--- src/hw/rtl/spi_frame_message_deframer_macros.svh ---
// assertion macros for the spi frame message deframer
`ifndef SPI_FRAME_MESSAGE_DEFRAMER_MACROS_SVH
`define SPI_FRAME_MESSAGE_DEFRAMER_MACROS_SVH

// same-cycle implication
`define SFMD_ASSERT_IMPLY(label, clk, rst, ante, cons, msg) \
   label: assert property (@(posedge clk) disable iff (rst) (ante) |-> (cons)) \
      else $error(msg);

// next-cycle implication
`define SFMD_ASSERT_NEXT(label, clk, rst, ante, cons, msg) \
   label: assert property (@(posedge clk) disable iff (rst) (ante) |=> (cons)) \
      else $error(msg);

`endif

--- src/hw/rtl/sfmd_pkg.sv ---
// shared types, codes and constants of the spi frame message deframer
package sfmd_pkg;

   localparam int BUFFER_BYTES_DEFAULT = 512;
   localparam int HDR_BYTES = 4;
   localparam logic [7:0] ENCLOSURE_MARK = 8'hFF;
   localparam int FIFO_DEPTH = 4;

   typedef enum logic [2:0] {
      PH_FRAME    = 3'd0,
      PH_TYPE_LO  = 3'd1,
      PH_TYPE_HI  = 3'd2,
      PH_COUNT_LO = 3'd3,
      PH_COUNT_HI = 3'd4,
      PH_VAL_LO   = 3'd5,
      PH_VAL_HI   = 3'd6,
      PH_IDLE     = 3'd7
   } phase_type;

   typedef enum logic [1:0] {
      KIND_HEADER = 2'd0,
      KIND_VALUE  = 2'd1,
      KIND_STATUS = 2'd2
   } kind_type;

   typedef enum logic [1:0] {
      ST_OK            = 2'd0,
      ST_BAD_ENCLOSURE = 2'd1,
      ST_SIZE          = 2'd2,
      ST_TRUNCATED     = 2'd3
   } status_type;

   typedef struct packed {
      kind_type   kind;
      logic [15:0] type_code;
      logic [15:0] msg_count;
      logic [15:0] value_word;
      logic        last_in_message;
      status_type  frame_status;
   } result_type;

   typedef struct packed {
      logic [1:0] cnt;
      result_type first;
      result_type second;
   } push_type;

   function automatic status_type status_now(status_type err, phase_type ph);
      status_type s;
      if (err != ST_OK) begin
         s = err;
      end else if (ph == PH_FRAME) begin
         s = ST_BAD_ENCLOSURE;
      end else if (ph == PH_IDLE) begin
         s = ST_OK;
      end else begin
         s = ST_TRUNCATED;
      end
      return s;
   endfunction

endpackage

--- src/hw/rtl/sfmd_result_fifo.sv ---
// result queue: takes up to two results a cycle, hands out one a cycle while rsp_stall is low
module sfmd_result_fifo (
   input  logic                 clock,
   input  logic                 reset,
   input  sfmd_pkg::push_type   push,
   output logic                 room,
   output logic                 rsp_valid,
   input  logic                 rsp_stall,
   output sfmd_pkg::result_type head
);
   import sfmd_pkg::*;

   localparam int PTR_W = $clog2(FIFO_DEPTH);
   localparam int CNT_W = $clog2(FIFO_DEPTH + 1);

   result_type mem_ff [FIFO_DEPTH];
   logic [PTR_W-1:0] wr_ptr_ff, wr_ptr_in;
   logic [PTR_W-1:0] rd_ptr_ff, rd_ptr_in;
   logic [CNT_W-1:0] count_ff, count_in;
   logic pop;

   assign rsp_valid = (count_ff != '0);
   assign pop = rsp_valid && !rsp_stall;
   assign room = (count_ff <= CNT_W'(FIFO_DEPTH - 2));
   assign head = mem_ff[rd_ptr_ff];

   always_comb begin
      wr_ptr_in = wr_ptr_ff + PTR_W'(push.cnt);
      rd_ptr_in = rd_ptr_ff + PTR_W'(pop);
      count_in = count_ff + CNT_W'(push.cnt) - CNT_W'(pop);
   end

   always_ff @(posedge clock) begin
      if (reset) begin
         wr_ptr_ff <= '0;
         rd_ptr_ff <= '0;
         count_ff <= '0;
      end else begin
         wr_ptr_ff <= wr_ptr_in;
         rd_ptr_ff <= rd_ptr_in;
         count_ff <= count_in;
      end
   end

   always_ff @(posedge clock) begin
      if (push.cnt != 2'd0) begin
         mem_ff[wr_ptr_ff] <= push.first;
      end
      if (push.cnt == 2'd2) begin
         mem_ff[wr_ptr_ff + PTR_W'(1)] <= push.second;
      end
   end

endmodule

--- src/hw/rtl/spi_frame_message_deframer.sv ---
// spi frame message deframer top level: frame header check and message parser
// Takes one receive-buffer byte per cycle while req_stall is low and updates
// the parser state in the same cycle; results go into a four-entry queue and
// leave one per cycle on the rsp channel while rsp_stall is low. A byte that
// completes a header or value and also carries end_of_buffer yields two
// results (that result, then the frame status), so req_stall rises only
// when more than two results are waiting in the queue. With rsp_stall low
// the block sustains one byte per cycle; every result is registered in the queue.
`include "spi_frame_message_deframer_macros.svh"

module spi_frame_message_deframer #(
   parameter int BUFFER_BYTES = sfmd_pkg::BUFFER_BYTES_DEFAULT
) (
   input  logic        clock,
   input  logic        reset,
   input  logic        req_valid,
   output logic        req_stall,
   input  logic [7:0]  req_rx_byte,
   input  logic        req_end_of_buffer,
   output logic        rsp_valid,
   input  logic        rsp_stall,
   output logic [1:0]  rsp_kind,
   output logic [15:0] rsp_type_code,
   output logic [15:0] rsp_msg_count,
   output logic [15:0] rsp_value_word,
   output logic        rsp_last_in_message,
   output logic [1:0]  rsp_frame_status
);
   import sfmd_pkg::*;

   localparam logic [16:0] MAX_SIZE = 17'(BUFFER_BYTES - HDR_BYTES);
   localparam logic [15:0] LAST_POS = 16'(BUFFER_BYTES - 1);

   logic [15:0] pos_ff, pos_in;
   phase_type   phase_ff, phase_in;
   logic [15:0] size_ff, size_in;
   logic [16:0] consumed_ff, consumed_in;
   logic [7:0]  held_ff, held_in;
   logic [15:0] type_ff, type_in;
   logic [15:0] count_ff, count_in;
   logic [15:0] left_ff, left_in;
   status_type  err_ff, err_in;

   logic       room;
   logic       req_fire;
   push_type   push;
   result_type head;

   assign req_stall = !room;
   assign req_fire = req_valid && !req_stall;

   always_comb begin
      logic        byte_hit;
      result_type  byte_res;
      result_type  stat_res;
      logic [15:0] new_count;
      logic [15:0] left_dec;

      pos_in = pos_ff;
      phase_in = phase_ff;
      size_in = size_ff;
      consumed_in = consumed_ff;
      held_in = held_ff;
      type_in = type_ff;
      count_in = count_ff;
      left_in = left_ff;
      err_in = err_ff;
      byte_hit = 1'b0;
      byte_res = '0;
      stat_res = '0;
      new_count = {req_rx_byte, held_ff};
      left_dec = left_ff - 16'd1;
      push = '0;

      if (req_fire) begin
         case (phase_ff)
            PH_FRAME: begin
               if (pos_ff == 16'd0) begin
                  if (req_rx_byte != ENCLOSURE_MARK) begin
                     err_in = ST_BAD_ENCLOSURE;
                  end
               end else if (pos_ff == 16'd1) begin
                  size_in = {8'h00, req_rx_byte};
               end else if (pos_ff == 16'd2) begin
                  size_in = {req_rx_byte, size_ff[7:0]};
               end else begin
                  if (req_rx_byte != ENCLOSURE_MARK) begin
                     err_in = ST_BAD_ENCLOSURE;
                  end
                  if (err_in == ST_OK && {1'b0, size_ff} > MAX_SIZE) begin
                     err_in = ST_SIZE;
                  end
                  if (err_in != ST_OK || size_ff == 16'd0) begin
                     phase_in = PH_IDLE;
                  end else begin
                     phase_in = PH_TYPE_LO;
                  end
               end
            end
            PH_IDLE: begin
            end
            default: begin
               consumed_in = consumed_ff + 17'd1;
               case (phase_ff)
                  PH_TYPE_LO: begin
                     type_in = {8'h00, req_rx_byte};
                     phase_in = PH_TYPE_HI;
                  end
                  PH_TYPE_HI: begin
                     type_in = {req_rx_byte, type_ff[7:0]};
                     phase_in = PH_COUNT_LO;
                  end
                  PH_COUNT_LO, PH_VAL_LO: begin
                     held_in = req_rx_byte;
                     phase_in = (phase_ff == PH_COUNT_LO) ? PH_COUNT_HI : PH_VAL_HI;
                  end
                  PH_COUNT_HI: begin
                     count_in = new_count;
                     left_in = new_count;
                     byte_hit = 1'b1;
                     byte_res.kind = KIND_HEADER;
                     byte_res.type_code = type_ff;
                     byte_res.msg_count = new_count;
                     byte_res.last_in_message = (new_count == 16'd0);
                     if (new_count == 16'd0) begin
                        phase_in = (consumed_in >= {1'b0, size_ff}) ? PH_IDLE : PH_TYPE_LO;
                     end else begin
                        phase_in = PH_VAL_LO;
                     end
                  end
                  default: begin
                     left_in = left_dec;
                     byte_hit = 1'b1;
                     byte_res.kind = KIND_VALUE;
                     byte_res.type_code = type_ff;
                     byte_res.msg_count = count_ff;
                     byte_res.value_word = {req_rx_byte, held_ff};
                     byte_res.last_in_message = (left_dec == 16'd0);
                     if (left_dec == 16'd0) begin
                        phase_in = (consumed_in >= {1'b0, size_ff}) ? PH_IDLE : PH_TYPE_LO;
                     end else begin
                        phase_in = PH_VAL_LO;
                     end
                  end
               endcase
            end
         endcase

         if (req_end_of_buffer) begin
            stat_res.kind = KIND_STATUS;
            stat_res.frame_status = status_now(err_in, phase_in);
            push.cnt = byte_hit ? 2'd2 : 2'd1;
            push.first = byte_hit ? byte_res : stat_res;
            push.second = stat_res;
            pos_in = '0;
            phase_in = PH_FRAME;
            size_in = '0;
            consumed_in = '0;
            held_in = '0;
            type_in = '0;
            count_in = '0;
            left_in = '0;
            err_in = ST_OK;
         end else begin
            push.cnt = {1'b0, byte_hit};
            push.first = byte_res;
            if (phase_in != PH_IDLE || pos_ff < 16'(HDR_BYTES)) begin
               if (pos_ff == LAST_POS) begin
                  err_in = status_now(err_in, phase_in);
                  phase_in = PH_IDLE;
               end
               pos_in = pos_ff + 16'd1;
            end
         end
      end
   end

   always_ff @(posedge clock) begin
      if (reset) begin
         pos_ff <= '0;
         phase_ff <= PH_FRAME;
         size_ff <= '0;
         consumed_ff <= '0;
         held_ff <= '0;
         type_ff <= '0;
         count_ff <= '0;
         left_ff <= '0;
         err_ff <= ST_OK;
      end else begin
         pos_ff <= pos_in;
         phase_ff <= phase_in;
         size_ff <= size_in;
         consumed_ff <= consumed_in;
         held_ff <= held_in;
         type_ff <= type_in;
         count_ff <= count_in;
         left_ff <= left_in;
         err_ff <= err_in;
      end
   end

   sfmd_result_fifo u_fifo (
      .clock     (clock),
      .reset     (reset),
      .push      (push),
      .room      (room),
      .rsp_valid (rsp_valid),
      .rsp_stall (rsp_stall),
      .head      (head)
   );

   assign rsp_kind = head.kind;
   assign rsp_type_code = head.type_code;
   assign rsp_msg_count = head.msg_count;
   assign rsp_value_word = head.value_word;
   assign rsp_last_in_message = head.last_in_message;
   assign rsp_frame_status = head.frame_status;

   `SFMD_ASSERT_NEXT(a_end_clears, clock, reset, req_fire && req_end_of_buffer, pos_ff == 16'd0 && phase_ff == PH_FRAME && err_ff == ST_OK, "state not cleared after buffer end")
   `SFMD_ASSERT_IMPLY(a_stall_has_data, clock, reset, req_stall, rsp_valid, "stall with empty result queue")
   `SFMD_ASSERT_IMPLY(a_values_pending, clock, reset, phase_ff == PH_VAL_LO || phase_ff == PH_VAL_HI, left_ff != 16'd0, "value phase with no values left")
   `SFMD_ASSERT_IMPLY(a_header_pos, clock, reset, phase_ff == PH_FRAME, pos_ff < 16'(HDR_BYTES), "frame header phase past header bytes")

endmodule
--- config.mk ---
export PLATFORM = sky130hd
export DESIGN_NAME = spi_frame_message_deframer
export DESIGN_NICKNAME = d
export VERILOG_FILES = /design/src/hw/rtl/sfmd_pkg.sv /design/src/hw/rtl/sfmd_result_fifo.sv /design/src/hw/rtl/spi_frame_message_deframer.sv
export VERILOG_INCLUDE_DIRS = /design/src /design/src/hw/rtl
export SDC_FILE = /design/constraint.sdc
export NUM_CORES = 1
export LEC_CHECK = 0
export ABC_AREA = 1
export BUFFER_PORTS_ARGS = -buffer_cell sky130_fd_sc_hd__buf_2
export CORE_MARGIN = 10
export CORE_UTILIZATION = 40
export CTS_CLUSTER_SIZE = 40
export DETAILED_ROUTE_END_ITERATION = 16
export GPL_TIMING_DRIVEN = 0
export SLEW_MARGIN = 10
export SYNTH_ARGS = -nofsm -noshare
export SYNTH_HDL_FRONTEND = slang
export SYNTH_SLANG_ARGS = --single-unit
--- constraint.sdc ---
create_clock -name clock -period 8.3 [get_ports clock]
set_input_delay 0 -clock clock [delete_from_list [all_inputs] [get_ports clock]]
set_output_delay 0 -clock clock [all_outputs]
set_load 0.01 [all_outputs]
Word level (Yosys, flattened, before mapping)

Memories as Yosys holds them, arrays and structs flattened. A register that Yosys moved wholly into a read port is not among the register bits.
Cells that the tools add are included.

Flip-flop bits (word level): 117
Bits in writable memories: 212
Output and inout port bits: 55
Memories: 1

Memories:

| name          | depth | bits a word | read ports | clocked after Yosys merged registers in | wr ports | line                   | text |
|---|---|---|---|---|---|---|---|
| u_fifo.mem_ff | 4     | 53          | 1          | 1                                       | 2        | sfmd_result_fifo.sv:16 | `result_type mem_ff [FIFO_DEPTH];` |

Add/sub/neg operators: 8
Order comparisons: 4
Equal/unequal tests: 17
Muxes and demuxes: 75
Reduce and logical (&&, ||, !) cells: 39

Operators by type and width:

| cell                    | count |
|---|---|
| $mux W16                | 15 |
| $mux W108               | 1 |
| $mux W53                | 2 |
| $pmux W33 S2            | 1 |
| $logic_not A16 Y1       | 4 |
| $pmux W16 S2            | 2 |
| $mux W55                | 1 |
| $mux W2                 | 26 |
| $mux W50                | 1 |
| $mux W17                | 2 |
| $mux W3                 | 11 |
| $mux W8                 | 3 |
| $reduce_bool A2 Y1      | 9 |
| $add A17 B1 Y17 const B | 1 |
| $ge A17 B16 Y1          | 1 |
| $add A16 B1 Y16 const B | 1 |
| $eq A16 B1 Y1 const B   | 1 |
| $eq A16 B2 Y1 const B   | 1 |
| $eq A16 B9 Y1 const B   | 1 |
| $gt A16 B9 Y1 const B   | 1 |
| $lt A16 B3 Y1 const B   | 1 |
| $sub A16 B1 Y16 const B | 1 |
| $eq A3 B3 Y1 const B    | 4 |
| $pmux W3 S4             | 1 |
| 28 further kinds        | 51 |

Longest topological paths before layout

Gate-level depths: netlist of run 1.

Depth after elaboration: 33
Mapped depth: 30
Gate-level depth less buffers: 30

Modules after synthesis

Synthesis of run 1 repeated with hierarchy kept, for this count alone.

Cell total of the unflattened synthesis: 2,234
Area, all modules: 17,611.9 µm²

Modules (own cells, without submodules):

| module                     | instances | cells each | area each (µm²) |
|---|---|---|---|
| sfmd_result_fifo           | 1         | 1,100      | 10,560.1 |
| spi_frame_message_deframer | 1         | 1,134      | 7,051.8 |

Least setup slack after synthesis of run 1

No wires, ideal clock.

Path type: register -> register
Start: register consumed_ff[2]
End: register pos_ff[10]
Setup time: 0.135 ns
Arrival time: 3.052 ns
Data required time: 8.165 ns
Slack: 5.113 ns
Stages on the path, launching flop included: 26
Cell sequence: dfxtp_1 nand3_1 nor2_1 nand3_1 nor3_1 nand3_1 xor2_1 ha_1 inv_1 nor3_1 nand2_1 o21bai_1 nor2_1 nand2_1 nand2_1 nand2_1 nand2_1 nand2_2 nand3_2 nor2_4 nand2_2 nand2_2 nand2_4 buf_6 nand2_1 a21oi_2

Longest elaborated chain between the ends: 11
Elaborated cells on any way between the ends: 12
Those cells by class: add/sub (1); order compare (1); eq/ne (1); mux (6); reduce/logical (3)

RTL lines:

| item                             | line                                                                 | text |
|---|---|---|
| start, declared                  | spi_frame_message_deframer.sv:37                                     | `logic [16:0] consumed_ff, consumed_in;` |
| start signal, assigned           | spi_frame_message_deframer.sv:193                                    | `consumed_ff <= consumed_in;` |
| $add A17 B1 Y17 (*)              | spi_frame_message_deframer.sv:103                                    | `consumed_in = consumed_ff + 17'd1;` |
| $ge A17 B16 Y1 (*)               | spi_frame_message_deframer.sv:126, spi_frame_message_deframer.sv:140 |  |
| $mux W3 (*)                      | spi_frame_message_deframer.sv:126, spi_frame_message_deframer.sv:140 |  |
| $mux W3 (on tied branches)       | spi_frame_message_deframer.sv:139, spi_frame_message_deframer.sv:125 |  |
| $pmux W3 S4 (*)                  | spi_frame_message_deframer.sv:104                                    | `case (phase_ff)` |
| $pmux W3 S2 (*)                  | spi_frame_message_deframer.sv:76                                     | `case (phase_ff)` |
| $mux W3 (*)                      | spi_frame_message_deframer.sv:75                                     | `if (req_fire) begin` |
| $ne A3 B3 Y1 (*)                 | spi_frame_message_deframer.sv:167                                    | `if (phase_in != PH_IDLE \|\| pos_ff < 16'(HDR_BYTES)) begin` |
| $logic_or A1 B1 Y1 (*)           | spi_frame_message_deframer.sv:167                                    |  |
| $reduce_bool A2 Y1 (no line) (*) | n/a                                                                  |  |
| $reduce_and A2 Y1 (no line) (*)  | n/a                                                                  |  |
| end signal, assigned             | spi_frame_message_deframer.sv:190                                    | `pos_ff <= pos_in;` |
| end, declared                    | spi_frame_message_deframer.sv:34                                     | `logic [15:0] pos_ff, pos_in;` |

Mark *: on every way between the ends. The rest lies on a longest branch, timed or not. The select of a mux whose other input is x is not followed.
A chain may end at the register's enable or synchronous reset.

Worst setup path after layout of run 1

Start: register consumed_ff[0]
End: register pos_ff[13]

Same word-level chain as after synthesis.

==> results of run 1 <==
worst max-delay path by stage:
stage | startpoint | endpoint | slack (ps) | cells after the start
3_3_place_gp | consumed_ff[0] | pos_ff[7] | 4490 | 27
4_1_cts | consumed_ff[0] | pos_ff[13] | 4470 | 25
6_report | consumed_ff[0] | pos_ff[13] | 4460 | 27
3_5_place_dp | consumed_ff[0] | pos_ff[7] | 4500 | 27
5_1_grt | consumed_ff[0] | pos_ff[14] | 4070 | 27
2_1_floorplan | consumed_ff[2] | pos_ff[10] | 5110 | 25
report_power, final:
part           switching (uW)  internal, uW
registers                55.8          1690
clock network             690          1070
logic                    1060           470
total                    1800          3230
state kept, by name (all words and copies together) (netlist names):
name	cells
count_ff	16
type_ff	16
u_fifo.count_ff	3
size_ff	16
pos_ff	16
u_fifo.mem_ff	212
left_ff	16
phase_ff	3
held_ff	8
u_fifo.rd_ptr_ff	2
err_ff	2
consumed_ff	17
u_fifo.wr_ptr_ff	2
worst min-delay path: cells and delay by family:
kind,cells,cell delay (ps)
buffers and inverters,1,210
and+or+nand+nor,2,260
AOI/OAI and AO/OA,1,50
through the flow:
step	total power, uW	setup WS [ps]	std cells	area [sq um]	hold WS [ps]
6_report	5030	4460	2772	17700	33.9
5_1_grt	5280	4070	2772	17700	47.4
4_1_cts	5060	4470	2772	17700	6.26
3_5_place_dp	3290	4500	2694	16300	454
3_3_place_gp	3270	4490	2694	16300	447
2_1_floorplan	2710	5110	2116	15300	187
placed cells by master (no fill, tap or decap), types with 20 or more instances in the layout:
cell type,n
clkbuf_1,127
o22ai_1,58
inv_1,127
clkbuf_16,39
nor2_1,233
a21oi_1,129
buf_2,73
nand2_2,20
nand3_1,231
nand2_1,342
dfxtp_1,317
o21ai_0,318
ha_1,30
metal layers:
layer / global-route usage [%] / share of wire, % / vias to the layer above
li1: - / - / 7391
met1: 26.7 / 44 / 7214
met3: 3.01 / 5.6 / 101
met5: 0 / 0.034 / -
met2: 35.0 / 47 / 437
met4: 7.82 / 3.1 / 2
synth_stat cells, types with 2 or more instances:
| cell | n |
|---|---|
| a211oi_1 | 9 |
| a21o_1 | 2 |
| a21oi_1 | 129 |
| a21oi_2 | 13 |
| a22oi_1 | 9 |
| a31oi_1 | 2 |
| buf_1 | 4 |
| buf_2 | 6 |
| clkbuf_1 | 119 |
| clkinv_1 | 3 |
| dfxtp_1 | 317 |
| edfxtp_1 | 12 |
| ha_1 | 30 |
| inv_1 | 127 |
| inv_2 | 11 |
| nand2_1 | 342 |
| nand2_2 | 20 |
| nand2_4 | 2 |
| nand3_1 | 231 |
| nand3_2 | 3 |
| nand4_1 | 17 |
| nor2_1 | 233 |
| nor2_2 | 9 |
| nor2_4 | 6 |
| nor3_1 | 16 |
| nor3_2 | 2 |
| nor4_1 | 7 |
| o211ai_1 | 3 |
| o21ai_0 | 318 |
| o21ai_1 | 15 |
| o21bai_1 | 2 |
| o22ai_1 | 58 |
| o31ai_1 | 3 |
| xnor2_1 | 11 |
| xor2_1 | 17 |
cell type report:
cell class	instances	area share, %
Clock inverter	12	1.01
Multi-Input combinational cell	1515	42.7
Buffer	131	2.96
Inverter	141	2.99
Timing Repair Buffer	77	2.46
Tap cell	511	3.61
Clock buffer	56	6.38
Sequential cell	329	37.9
kinds of logic after synthesis:
group / Yosys count
AND/OR/NAND/NOR: 892
adder cells (fa/ha/maj): 31
buffers and inverters: 272
flip-flops: 329
AO/OA/AOI/OAI: 564
XOR/XNOR: 28
==> results.yml, run 1 <==
clock_tree:
  clkLatencyLatePin_ps: 550
  ctsLongestPathBuffers: 3
  clockRootBuffer: "clkbuf_16"
  cts-buffers-inserted: 38
  cts_sinks: 329
  htree_num_levels: 2
  ctsHoldBuffers: 10
  post-cts-setup-buffer-count: 0
  cts_resized: 0
  clkTransAtPathRegs_ps: 60
  cts_tree: "built"
cells_and_area:
  multi_input_area_sq_um: 7550
  layout-drive-gt1-share_pct: 8.93
  fin_util_pct: 46.9
  antenna_cells: 0
  n_fill_cell: 3859
  ff_latch_area_sq_um: 6710
  fin_nets: 2277
  syn2layout_area_growth_pct: 15.6
timing:
  fin_crit_ps: 3840
  maxSlewViolCount: 0
  fin_tns_setup_ps: 0
  hold_viol_final: 0
  slew-limit-headroom_pct: 35.4
  max_freq_mhz: 261
  rsz0062_at_grt: "no"
  worst_pin_slew_ps: 966
  setup_viol: 0
  post-route-period-util_pct: 46.2
  skew_ps: 17.2
setup_path:
  crit_required_ps: 8700
  crit_path_end_kind: "flip-flop"
  reg2reg_to: "pos_ff[13]"
  path_common_cell: "nand2_1"
  worst_r2r_path_depth: 27
  crit_family: "simple AND/OR/NAND/NOR gates"
  crit_arrival_ps: 4240
  cp_num_buf_inv: 2
  crit_path_max_fanout: 10
  start_kind: "flip-flop"
  critical_path_class: "flip-flop to flip-flop"
  slowest_stage: "dfxtp_1"
  rrSetupSlack_ps: 4460
  r2r-start: "consumed_ff[0]"
  slowest_delay_ps: 400
routing:
  avgViaCountPerCell: 5.46
  vias: 15100
  totalWireLength_um: 50400
  drcViolationCount: 0
  drt_iter0_drc: 1343
  drt_first_pass_iters: 6
  avgRoutedWirePerCell_um: 18.2
  ant_nets: 0
placed_design:
  io_buffers: 67
  dp_hpwl_um: 37300
  gp_congestion: 0.914
yosys:
  async_reset_ff_share_pct: 0
  synth_adder_area_share_pct: 2.58
  post-synth-top-area-cell: "dfxtp_1"
  ys_seq_elements: 329
  synth-simple-area-share_pct: 25.4
  synth.distinct_cells: 43
  yosys-top-cells-area: "dfxtp_1 41%, o21ai_0 10%, nand2_1 8.4%"
  synthFlopType: "dfxtp_1"
  syn_area_sq_um: 15300
  synth_warnings: 0
  synth_xor_area_share_pct: 1.60
  post_synth.cell_area_avg_sq_um: 7.24
  synth_edf_count: 12
  synth_compound_area_share_pct: 19.7
  synth.area.mux_share_pct: 0
  syn_inst: 2116
  synth_top_family_by_area: "simple AND/OR/NAND/NOR gates"
  synth_fp_nets: 2160
  synth.yosys.seq_area_share_pct: 43.8
  synth_top_area_share_pct: 41.4
die:
  design.core.area_sq_um: 37800
  num_rows: 71
  die_w_um: 216
  ios: 68
  die_area_sq_um: 46500
  die_h_um: 216
  initial_core_util_pct: 40.6
global_routing:
  grt_start_max_net_pins: 13
  track_usage_pct: 20.9
  grt_pass1_vias: 14400
  grt_pass1_wl_um: 79000
  grt_antenna_before_repair: 1
  gr-total-overflow: 0
worst_hold_path:
  hold_depth: 4
  hold_path.class: "input pin to flip-flop"
  min_to: "consumed_ff[13]"
  hp-start: "req_end_of_buffer"
power:
  power.leakage_uw: 0.00661
  power_density_nw_per_um2: 284
  ir_drop_uv: 135
run_status:
  outcome: "complete, no violations"
run:
  cap_violations: 0
Note: power is estimated with default switching activity, not from simulation.
==> run 2: changes to the inputs <==
==> constraint.sdc (replaced) <==
create_clock -name clock -period 3.8 [get_ports clock]
set_input_delay 0 -clock clock [delete_from_list [all_inputs] [get_ports clock]]
set_output_delay 0 -clock clock [all_outputs]
set_load 0.01 [all_outputs]
==> results.yml, run 2 (synthesis results as in run 1) <==
power:
  total_power_uw: 11000
  power.leakage_uw: 0.00663
  power_frac_clock_pct: 35.0
  power_density_nw_per_um2: 619
  ir_drop_uv: 286
  switching_share_pct: 35.8
  p_switching_uw: 3940
  intPower_uw: 7060
  combinationalPowerShare_pct: 30.3
  pwr-share-seq_pct: 34.6
clock_tree:
  clockRootBuffer: "clkbuf_16"
  cts_tree: "built"
  clkLatencyLatePin_ps: 560
  htree_num_levels: 2
  cts-buffers-inserted: 38
  clkTransAtPathRegs_ps: 60
  ctsLongestPathBuffers: 3
  cts_sinks: 329
placed_design:
  dp_hpwl_um: 37300
  dpl_cell_area_sq_um: 16300
  gp_congestion: 0.914
  io_buffers: 67
  post-place-ws_ps: 1.42
cells_and_area:
  fin_nets: 2276
  final_cell_mix: "341 x nand2_1, 318 x o21ai_0, 315 x dfxtp_1"
  layout-drive-gt1-share_pct: 9.42
  largest_register_ffs: 212
  fin_util_pct: 47.0
  final_area_sq_um: 17700
  largest_register: "u_fifo.mem_ff"
  antenna_cells: 0
  top_regs: "u_fifo.mem_ff: 212 flops, consumed_ff: 17 flops"
  syn2layout_area_growth_pct: 15.9
  final_common_cell: "nand2_1"
  n_fill_cell: 3850
global_routing:
  grt_pass1_wl_um: 79000
  track_usage_pct: 20.9
  grt_antenna_before_repair: 1
  gr-total-overflow: 0
  grt_start_max_net_pins: 13
  grt_pass1_vias: 14400
setup_path:
  endpoint: "u_fifo.mem_ff[0][20]"
  reg2reg_to: "u_fifo.mem_ff[0][20]"
  worst_r2r_path_depth: 16
  r2r-start: "phase_ff[1]"
  crit_path_start: "phase_ff[1]"
  crit_required_ps: 4270
  crit_arrival_ps: 4110
  rrSetupSlack_ps: 160
  start_kind: "flip-flop"
  crit_path_max_fanout: 10
  crit_path_end_kind: "flip-flop"
  critical_path_class: "flip-flop to flip-flop"
routing:
  drt_iter0_drc: 1272
  totalWireLength_um: 50400
  avgRoutedWirePerCell_um: 18.2
  avgViaCountPerCell: 5.46
  drcViolationCount: 0
  drt_first_pass_iters: 8
  ant_nets: 0
  vias: 15100
timing:
  worst_pin_slew_ps: 1010
  hold_ws_ps: 29.8
  hold_viol_final: 0
  skew_ps: 20.9
  setup_viol: 0
  post-route-period-util_pct: 95.7
  maxSlewViolCount: 0
  fin_crit_ps: 3640
  setup_slack_ps: 165
  max_freq_mhz: 275
  slew-limit-headroom_pct: 32.3
die:
  die_w_um: 216
  die_area_sq_um: 46500
  design.core.area_sq_um: 37800
  initial_core_util_pct: 40.6
  num_rows: 71
  ios: 68
  die_h_um: 216
run_status:
  outcome: "complete, no violations"
run:
  cap_violations: 0
worst_hold_path:
  hold_path.class: "input pin to flip-flop"
-- run 2: cell count changes in the layout (fill, tap and decap cells not counted), moves of 2 or more --
cell and delta:
nand3_2 +2, nor2_4 +2, dfxtp_1 -2, nand3_1 -2, nor3_1 -2, dfxtp_2 +2
nor2_1 -2
-- run 2: through the flow --
stage | cells | TNS, ps
finish | 2771 | 0
detailed placement | 2694 | 0
CTS | 2772 | 0
global placement | 2694 | -6.27
floorplan | 2116 | 0
global route | 2771 | -9.53
-- run 2: power by group through the flow --
stage,registers (uW),logic (uW),clock network (uW)
floorplan,3840,2080,0
finish,3810,3340,3850
global route,3830,3680,4030
global placement,3870,3280,0
detailed placement,3880,3310,0
CTS,3810,3340,3900
-- run 2: worst max-delay path: stages, from the launching register on --
cell,delay (ps)
dfxtp_1,430
nor2_1,80
inv_2,60
nor2_1,70
inv_2,80
nand2_1,110
nor2_2,300
inv_2,150
ha_1,320
nor2_1,120
nor2_1,250
inv_1,120
nand2_1,250
clkbuf_1,440
clkbuf_1,510
nand3_1,160
o21ai_0,110
-- run 2: final cells by class --
cell class	instances	area [sq um]	area share [%]
Sequential cell	329	6710	37.8
Inverter	141	529	2.98
Clock buffer	56	1130	6.37
Tap cell	511	639	3.60
Timing Repair Buffer	77	435	2.45
Multi-Input combinational cell	1515	7610	42.9
Buffer	130	519	2.93
Clock inverter	12	179	1.01
-- run 2: worst min-delay path by stage --
stage	cells past startpoint	end	slack, ps	start
4_1_cts	4	consumed_ff[13]	6	req_end_of_buffer
3_3_place_gp	2	count_ff[3]	450	count_ff[3]
6_report	4	consumed_ff[16]	30	req_end_of_buffer
5_1_grt	4	consumed_ff[12]	50	req_end_of_buffer
3_5_place_dp	2	count_ff[3]	450	count_ff[3]
2_1_floorplan	3	consumed_ff[0]	190	reset
-- run 2: routing by layer --
layer,track usage (%),vias to the layer above,part of all wire [%]
li1,-,7396,-
met1,26.7,7165,44
met2,35.0,473,47
met3,3.01,98,6.2
met4,7.82,2,3.0
met5,0,-,0.034
-- run 2: repair_timing --
action	CTS	global route
gates resized for setup	1	13
pin swaps	0	2
setup buffers	0	0
setup endpoints to repair	9	35
endpoints found under the hold margin	44	0
hold buffers	10	0
